===== src/rtl/vfc_pkg.sv =====
// ----------------------------------------------------------------------------
// vfc_pkg
// Shared types, codes and constants of the voxel face culler: command codes,
// face direction codes, controller states and the controller/datapath link.
// ----------------------------------------------------------------------------
package vfc_pkg;

    localparam int EDGE_DEF       = 16;
    localparam int LIGHT_BITS_DEF = 8;

    localparam int ID_W      = 16;
    localparam int VARIANT_W = 8;
    localparam int LIGHT_W   = 8;
    localparam int POS_W     = 4;
    localparam int DIR_W     = 3;
    localparam int NUM_DIRS  = 6;

    localparam logic CMD_WRITE = 1'b0;
    localparam logic CMD_CULL  = 1'b1;

    localparam logic [DIR_W-1:0] DIR_PY = 3'd0;
    localparam logic [DIR_W-1:0] DIR_NY = 3'd1;
    localparam logic [DIR_W-1:0] DIR_PX = 3'd2;
    localparam logic [DIR_W-1:0] DIR_NX = 3'd3;
    localparam logic [DIR_W-1:0] DIR_PZ = 3'd4;
    localparam logic [DIR_W-1:0] DIR_NZ = 3'd5;

    typedef enum logic [1:0] {
        S_IDLE,
        S_READ,
        S_TAIL,
        S_EMIT
    } t_state;

    // Commands from the controller to the datapath.
    typedef struct packed {
        logic             capture;    // latch the position, clear the face mask
        logic             wr;         // store the voxel on the input ports
        logic             rd_center;  // read the voxel addressed by the input ports
        logic             rd_nb;      // read the neighbor in direction nb_dir
        logic [DIR_W-1:0] nb_dir;
        logic             eval_ctr;   // latch the center voxel from the read data
        logic             eval_nb;    // test the neighbor read data for transparency
        logic [DIR_W-1:0] eval_dir;
        logic             emit;       // load the next result into the output register
    } t_dp_cmd;

    // Status from the datapath to the controller.
    typedef struct packed {
        logic in_inside;   // the position on the input ports lies in the chunk
        logic ctr_air;     // the read data holds an air voxel
        logic mask_empty;  // no face left to emit
        logic mask_one;    // exactly one face left to emit
        logic out_free;    // the output register can take a result this cycle
    } t_dp_sts;

    function automatic int dir_dx(input logic [DIR_W-1:0] dir);
        case (dir)
            DIR_PX:  return 1;
            DIR_NX:  return -1;
            default: return 0;
        endcase
    endfunction

    function automatic int dir_dy(input logic [DIR_W-1:0] dir);
        case (dir)
            DIR_PY:  return 1;
            DIR_NY:  return -1;
            default: return 0;
        endcase
    endfunction

    function automatic int dir_dz(input logic [DIR_W-1:0] dir);
        case (dir)
            DIR_PZ:  return 1;
            DIR_NZ:  return -1;
            default: return 0;
        endcase
    endfunction

endpackage


===== src/rtl/vfc_ctrl.sv =====
// ----------------------------------------------------------------------------
// vfc_ctrl
// Controller state machine: sequences the center and neighbor reads of a cull
// request and the emission of its results, and takes voxel writes.
// ----------------------------------------------------------------------------
module vfc_ctrl
    import vfc_pkg::*;
(
    input  logic    i_clk,
    input  logic    i_rst_n,
    input  logic    i_in_valid,
    input  logic    i_command,
    output logic    o_in_stall,
    input  t_dp_sts i_sts,
    output t_dp_cmd o_cmd
);

    t_state           r_state, n_state;
    logic [DIR_W-1:0] r_dir, n_dir;
    logic             accept;

    assign o_in_stall = (r_state != S_IDLE);
    assign accept     = i_in_valid && !o_in_stall;

    always_ff @(posedge i_clk) begin
        if (!i_rst_n) begin
            r_state <= S_IDLE;
            r_dir   <= DIR_PY;
        end else begin
            r_state <= n_state;
            r_dir   <= n_dir;
        end
    end

    always_comb begin
        n_state = r_state;
        n_dir   = r_dir;
        o_cmd   = '0;
        case (r_state)
            S_IDLE: begin
                if (accept) begin
                    if (i_command == CMD_WRITE) begin
                        o_cmd.wr = 1'b1;
                    end else begin
                        o_cmd.capture = 1'b1;
                        if (i_sts.in_inside) begin
                            o_cmd.rd_center = 1'b1;
                            n_dir           = DIR_PY;
                            n_state         = S_READ;
                        end else begin
                            n_state = S_EMIT;
                        end
                    end
                end
            end
            S_READ: begin
                // In the first step the read data is the center voxel; after
                // that it is the neighbor read issued in the step before.
                if (r_dir == DIR_PY) begin
                    if (i_sts.ctr_air) begin
                        n_state = S_EMIT;
                    end else begin
                        o_cmd.eval_ctr = 1'b1;
                        o_cmd.rd_nb    = 1'b1;
                        o_cmd.nb_dir   = DIR_PY;
                        n_dir          = DIR_NY;
                    end
                end else begin
                    o_cmd.eval_nb  = 1'b1;
                    o_cmd.eval_dir = DIR_W'(r_dir - 3'd1);
                    o_cmd.rd_nb    = 1'b1;
                    o_cmd.nb_dir   = r_dir;
                    if (r_dir == DIR_NZ) begin
                        n_state = S_TAIL;
                    end else begin
                        n_dir = DIR_W'(r_dir + 3'd1);
                    end
                end
            end
            S_TAIL: begin
                o_cmd.eval_nb  = 1'b1;
                o_cmd.eval_dir = DIR_NZ;
                n_state        = S_EMIT;
            end
            S_EMIT: begin
                if (i_sts.out_free) begin
                    o_cmd.emit = 1'b1;
                    if (i_sts.mask_empty || i_sts.mask_one) begin
                        n_state = S_IDLE;
                    end
                end
            end
            default: begin
                n_state = S_IDLE;
            end
        endcase
    end

endmodule


===== config.mk =====
export PLATFORM = sky130hd
export DESIGN_NAME = vfc_ctrl
export DESIGN_NICKNAME = d
export VERILOG_FILES = /design/src/rtl/vfc_pkg.sv /design/src/rtl/vfc_ctrl.sv
export SDC_FILE = /design/constraint.sdc
export NUM_CORES = 1
export LEC_CHECK = 0
export BUFFER_PORTS_ARGS = -buffer_cell sky130_fd_sc_hd__clkbuf_2
export CORE_MARGIN = 2
export CORE_UTILIZATION = 40
export CTS_BUF_LIST = sky130_fd_sc_hd__clkbuf_4
export DETAILED_ROUTE_END_ITERATION = 8
export PLACE_DENSITY = 0.78
export SETUP_SLACK_MARGIN = 0.4
export SLEW_MARGIN = 10
export SYNTH_ARGS = -nofsm -noshare
export SYNTH_HDL_FRONTEND = slang
export SYNTH_SLANG_ARGS = --single-unit

===== constraint.sdc =====
create_clock -name i_clk -period 2.51 [get_ports i_clk]
set_input_delay 0.753 -clock i_clk [delete_from_list [all_inputs] [get_ports i_clk]]
set_output_delay 0.753 -clock i_clk [all_outputs]
set_load 0.02 [all_outputs]

* Word level (Yosys, flattened, before mapping)
Index checks and enable logic that the tools add are counted. W data, S select, Z words.
Operators by class: add/sub/neg operators 2, eq/ne operators 13, multiplexer cells 30, reductions and logical operators 9
Operators with widths (number):
- $mux W3 | 8
- $mux W2 | 8
- $ne A3 B3 Y1 const B | 4
- $reduce_and A6 Y1 | 2
- $mux W5 | 2
- $ne A2 B2 Y1 const B | 5
- $mux W4 | 2
- $pmux W2 S4 | 1
- $pmux W4 S2 | 1
- $mux W1 | 7
- $pmux W3 S2 | 1
- $eq A2 B2 Y1 const B | 2
- $reduce_bool A2 Y1 | 2
- $add A3 B1 Y3 const B | 1
- $eq A3 B3 Y1 const B | 1
- $logic_not A3 Y1 | 1
- $sub A3 B1 Y3 const B | 1
- $eq A2 B1 Y1 const B | 1
- $logic_not A2 Y1 | 1
- $logic_and A1 B1 Y1 | 1
- $logic_not A1 Y1 | 1
- $logic_or A1 B1 Y1 | 1
Storage, ports and cells: register bits 5, input port bits 9, output and inout port bits 14

* Logic depth before layout (Yosys ltp)
depth in word-level cells 5, mapped depth 6

* Least setup slack after synthesis
OpenSTA, ideal clock, no wires.
path kind flip-flop to output port, from register r_dir[0], to output port o_cmd[9] (netlist name), arrival 1.416 ns, data required time 1.757 ns, setup slack 0.341 ns, stages on the path, launching flop included 5, cells stage by stage dfxtp_1 > inv_1 > ha_1 > and2b_2 > a21boi_0
RTL lines:
- from (decl) | line vfc_ctrl.sv:19 | logic [DIR_W-1:0] r_dir, n_dir;
- from (signal assigned) | line vfc_ctrl.sv:31 | r_dir <= n_dir;
- to (decl) | line vfc_ctrl.sv:15 | output t_dp_cmd o_cmd

==> results.yml <==
sta:
  period_needed_ns: 2.09
  relSlewSlack: 0.870
  fin_crit_sh: 0.834
  rsz0062_at_grt: "yes"
  fmax_ghz: 0.478
  finalSetupTns_ns: 0
  hold_viol_final: 0
  setup_viol: 0
  worstMarginPinSlew_ns: 0.195
  slew_viol_final: 0
  clock_skew_ns: 0.000375
yosys:
  ys.warnings.count: 0
  synthesis.nets: 89
  synth.avg_cell_area_um2: 8.18
  synthesis.instances: 72
  syn_area_um2: 589
  yosysUniqueCellTypes: 29
  seq_area_frac_synth: 0.170
  synth-seq-cells: 5
hold_path:
  worstHoldStart: "r_state[1]"
  whs_path_depth: 3
  hold_path.class: "reg2reg"
  hold_end: "r_state[1]"
cells_and_area:
  fin_area_um2: 888
  syn_to_final_growth_pct: 50.7
  stdcell_count: 116
  finish.utilization: 0.666
  drive_gt1_frac: 0.535
  finalNetCount: 119
  antenna_cells: 0
flow_run:
  maxCapViolCount: 0
floorplanning:
  initial_core_util: 0.442
  dieArea_um2: 1800
  dieWidth_um: 42.4
  placementRows: 13
  num_io_pins: 23
  core_area_um2: 1330
  die_height_um: 42.4
setup_path:
  worstPathRequired_ns: 1.76
  r2r_start: "r_state[1]"
  r2r_cells: 7
  r2r_setup_slack_ns: 0.99
  crit_arrival_ns: 1.34
  crit_type: "reg2out"
  slowest_delay_ns: 0.35
  reg2reg_to: "r_dir[0]"
  crit_path_top_delay_cell: "dfxtp_4"
  worstPathCellList: "inv_6 > ha_4 > nand2b_4 > nand2_4 > nor2_2 > o21a_1 > buf_6"
  crit_fanout: 5
  end_kind: "primary output"
  startpoint_type: "register"
  startpoint: "r_dir[0]"
cts:
  hold_buffers: 0
  htreeDepth: 1
  cts_tree: "done"
  insertion_delay_ns: 0.23
  clock_sinks: 5
  clk_pin_slew_ns: 0.04
  clockRootBuffer: "clkbuf_4"
  cts.path.max_buffers: 2
  cts_buffers: 3
placed_design:
  dp_hpwl_mm: 1.13
  io_buffers: 22
  dp_cells: 109
  dpl-instance-area_um2: 717
  place.gp.congestion: 0.755
power_and_ir_drop:
  p_total_uw: 697
  power_leakage_uw: 0.000411
  p_per_area_nw_per_um2: 784
  peakVddDrop_mv: 0.577
global_routing:
  antenna_found_initial: 0
  track_usage: 0.180
  grt_max_degree: 14
  grt-ovfl-total: 0
  grt_pass1_vias: 579
  grt_pass1_wl_mm: 2.53
run_status:
  status: "finished clean"
routing:
  wl_mm: 1.50
  antenna_left: 0
  drt_iter0_markers: 8
  routedWlPerCell_um: 12.9
  drc_errors: 0
  first_pass_iters: 4
  dr_total_vias: 623
  viasPerCell: 5.37
area by class of cell:
class / count / area (um2)
repair buffers: 27 / 178
multi-input cells: 59 / 519
inverters: 6 / 32.5
fillers: 104 / 445
well taps: 15 / 18.8
clock buffers: 4 / 30.0
flip-flops and latches: 5 / 110
cell families after synthesis:
kind of cell | synth area share
adder cells (fa/ha/maj) | 0.170
XOR/XNOR | 0.0149
AO/OA/AOI/OAI | 0.246
buffers and inverters | 0.0658
flip-flops | 0.170
AND/OR/NAND/NOR | 0.282
multiplexers | 0.0510
report_power, final:
part	switching (uW)	internal, uW
logic	247	226
registers	24.0	101
clock network	28.3	70.6
total	299	397
stage by stage:
stage / hold slack (ns) / setup slack (ns)
after floorplan: 0.616 / 0.429
after global placement: 0.660 / 0.430
after detailed placement: 0.681 / 0.373
after CTS: 0.644 / 0.400
after global routing: 0.669 / 0.341
final: 0.651 / 0.416
worst max-delay path: cells and delay by family (launching register included):
kind                     cells  cell delay, ns
adder cells (fa/ha/maj)      1            0.14
flip-flops                   1            0.35
buffers and inverters        2            0.21
AO/OA/AOI/OAI                1            0.18
AND/OR/NAND/NOR              3            0.22
cells in the mapped netlist:
| master | n | area [um2] |
|---|---|---|
| o311a_4 | 1 | 21.3 |
| nand3_1 | 1 | 5.00 |
| inv_1 | 6 | 22.5 |
| nor2_1 | 6 | 22.5 |
| nand3b_1 | 1 | 7.51 |
| a21boi_0 | 1 | 7.51 |
| o221a_4 | 1 | 20.0 |
| and2_1 | 3 | 18.8 |
| and4_1 | 1 | 8.76 |
| nand2_1 | 9 | 33.8 |
| a22o_1 | 1 | 8.76 |
| mux2i_1 | 3 | 30.0 |
| o311a_1 | 2 | 20.0 |
| o221ai_1 | 1 | 8.76 |
| and2b_2 | 1 | 8.76 |
| o21a_1 | 2 | 15.0 |
| nor3b_1 | 2 | 15.0 |
| buf_2 | 1 | 5.00 |
| a21oi_1 | 2 | 10.0 |
| o21ai_0 | 2 | 10.0 |
| ha_1 | 8 | 100 |
| buf_6 | 1 | 11.3 |
| dfxtp_1 | 5 | 100 |
| a31o_1 | 1 | 8.76 |
| nand2b_4 | 1 | 13.8 |
| xnor2_1 | 1 | 8.76 |
| and2_2 | 1 | 7.51 |
| nor2b_1 | 4 | 25.0 |
| o21ai_1 | 3 | 15.0 |
worst max path at each step:
stage           endpoint  slack [ns]  cells after the start
2_1_floorplan  o_cmd[11]        0.43                      4
3_3_place_gp    o_cmd[1]        0.43                      7
3_5_place_dp    o_cmd[1]        0.37                      7
4_1_cts         o_cmd[3]        0.40                      7
5_1_grt         o_cmd[3]        0.34                      7
6_report        o_cmd[3]        0.42                      7
layout by cell type, fill, tap and decap left out, types with 2 or more instances in the layout:
cell / count
mux2i_1: 3
a21oi_1: 2
dfxtp_4: 2
ha_4: 4
dfxtp_2: 2
o21ai_0: 2
inv_2: 2
and2_1: 3
nor2b_1: 4
ha_1: 3
buf_4: 8
inv_4: 2
clkbuf_2: 15
nor2_1: 4
nor2_2: 2
nor3b_1: 2
o311a_1: 2
nand2_1: 8
o21a_1: 2
o21ai_1: 3
buf_6: 2
clkbuf_4: 4
layer usage:
metal	track usage	wire, um
met5	0	0
met4	0.0750	0
met3	0.0129	40
met2	0.308	820
met1	0.230	639
flip-flops by register name (all words and copies together) (netlist names):
signal   count
r_dir        3
r_state      2
what timing repair did:
| action | 4_1_cts | 5_1_grt |
|---|---|---|
| endpoints found under the setup margin | 10 | 8 |
| pin swaps | 2 | 2 |
| buffers inserted | 2 | 1 |
| resized for setup | 29 | 17 |
| gates cloned | 0 | 0 |
No activity file was read; power rests on OpenSTA's default activity.
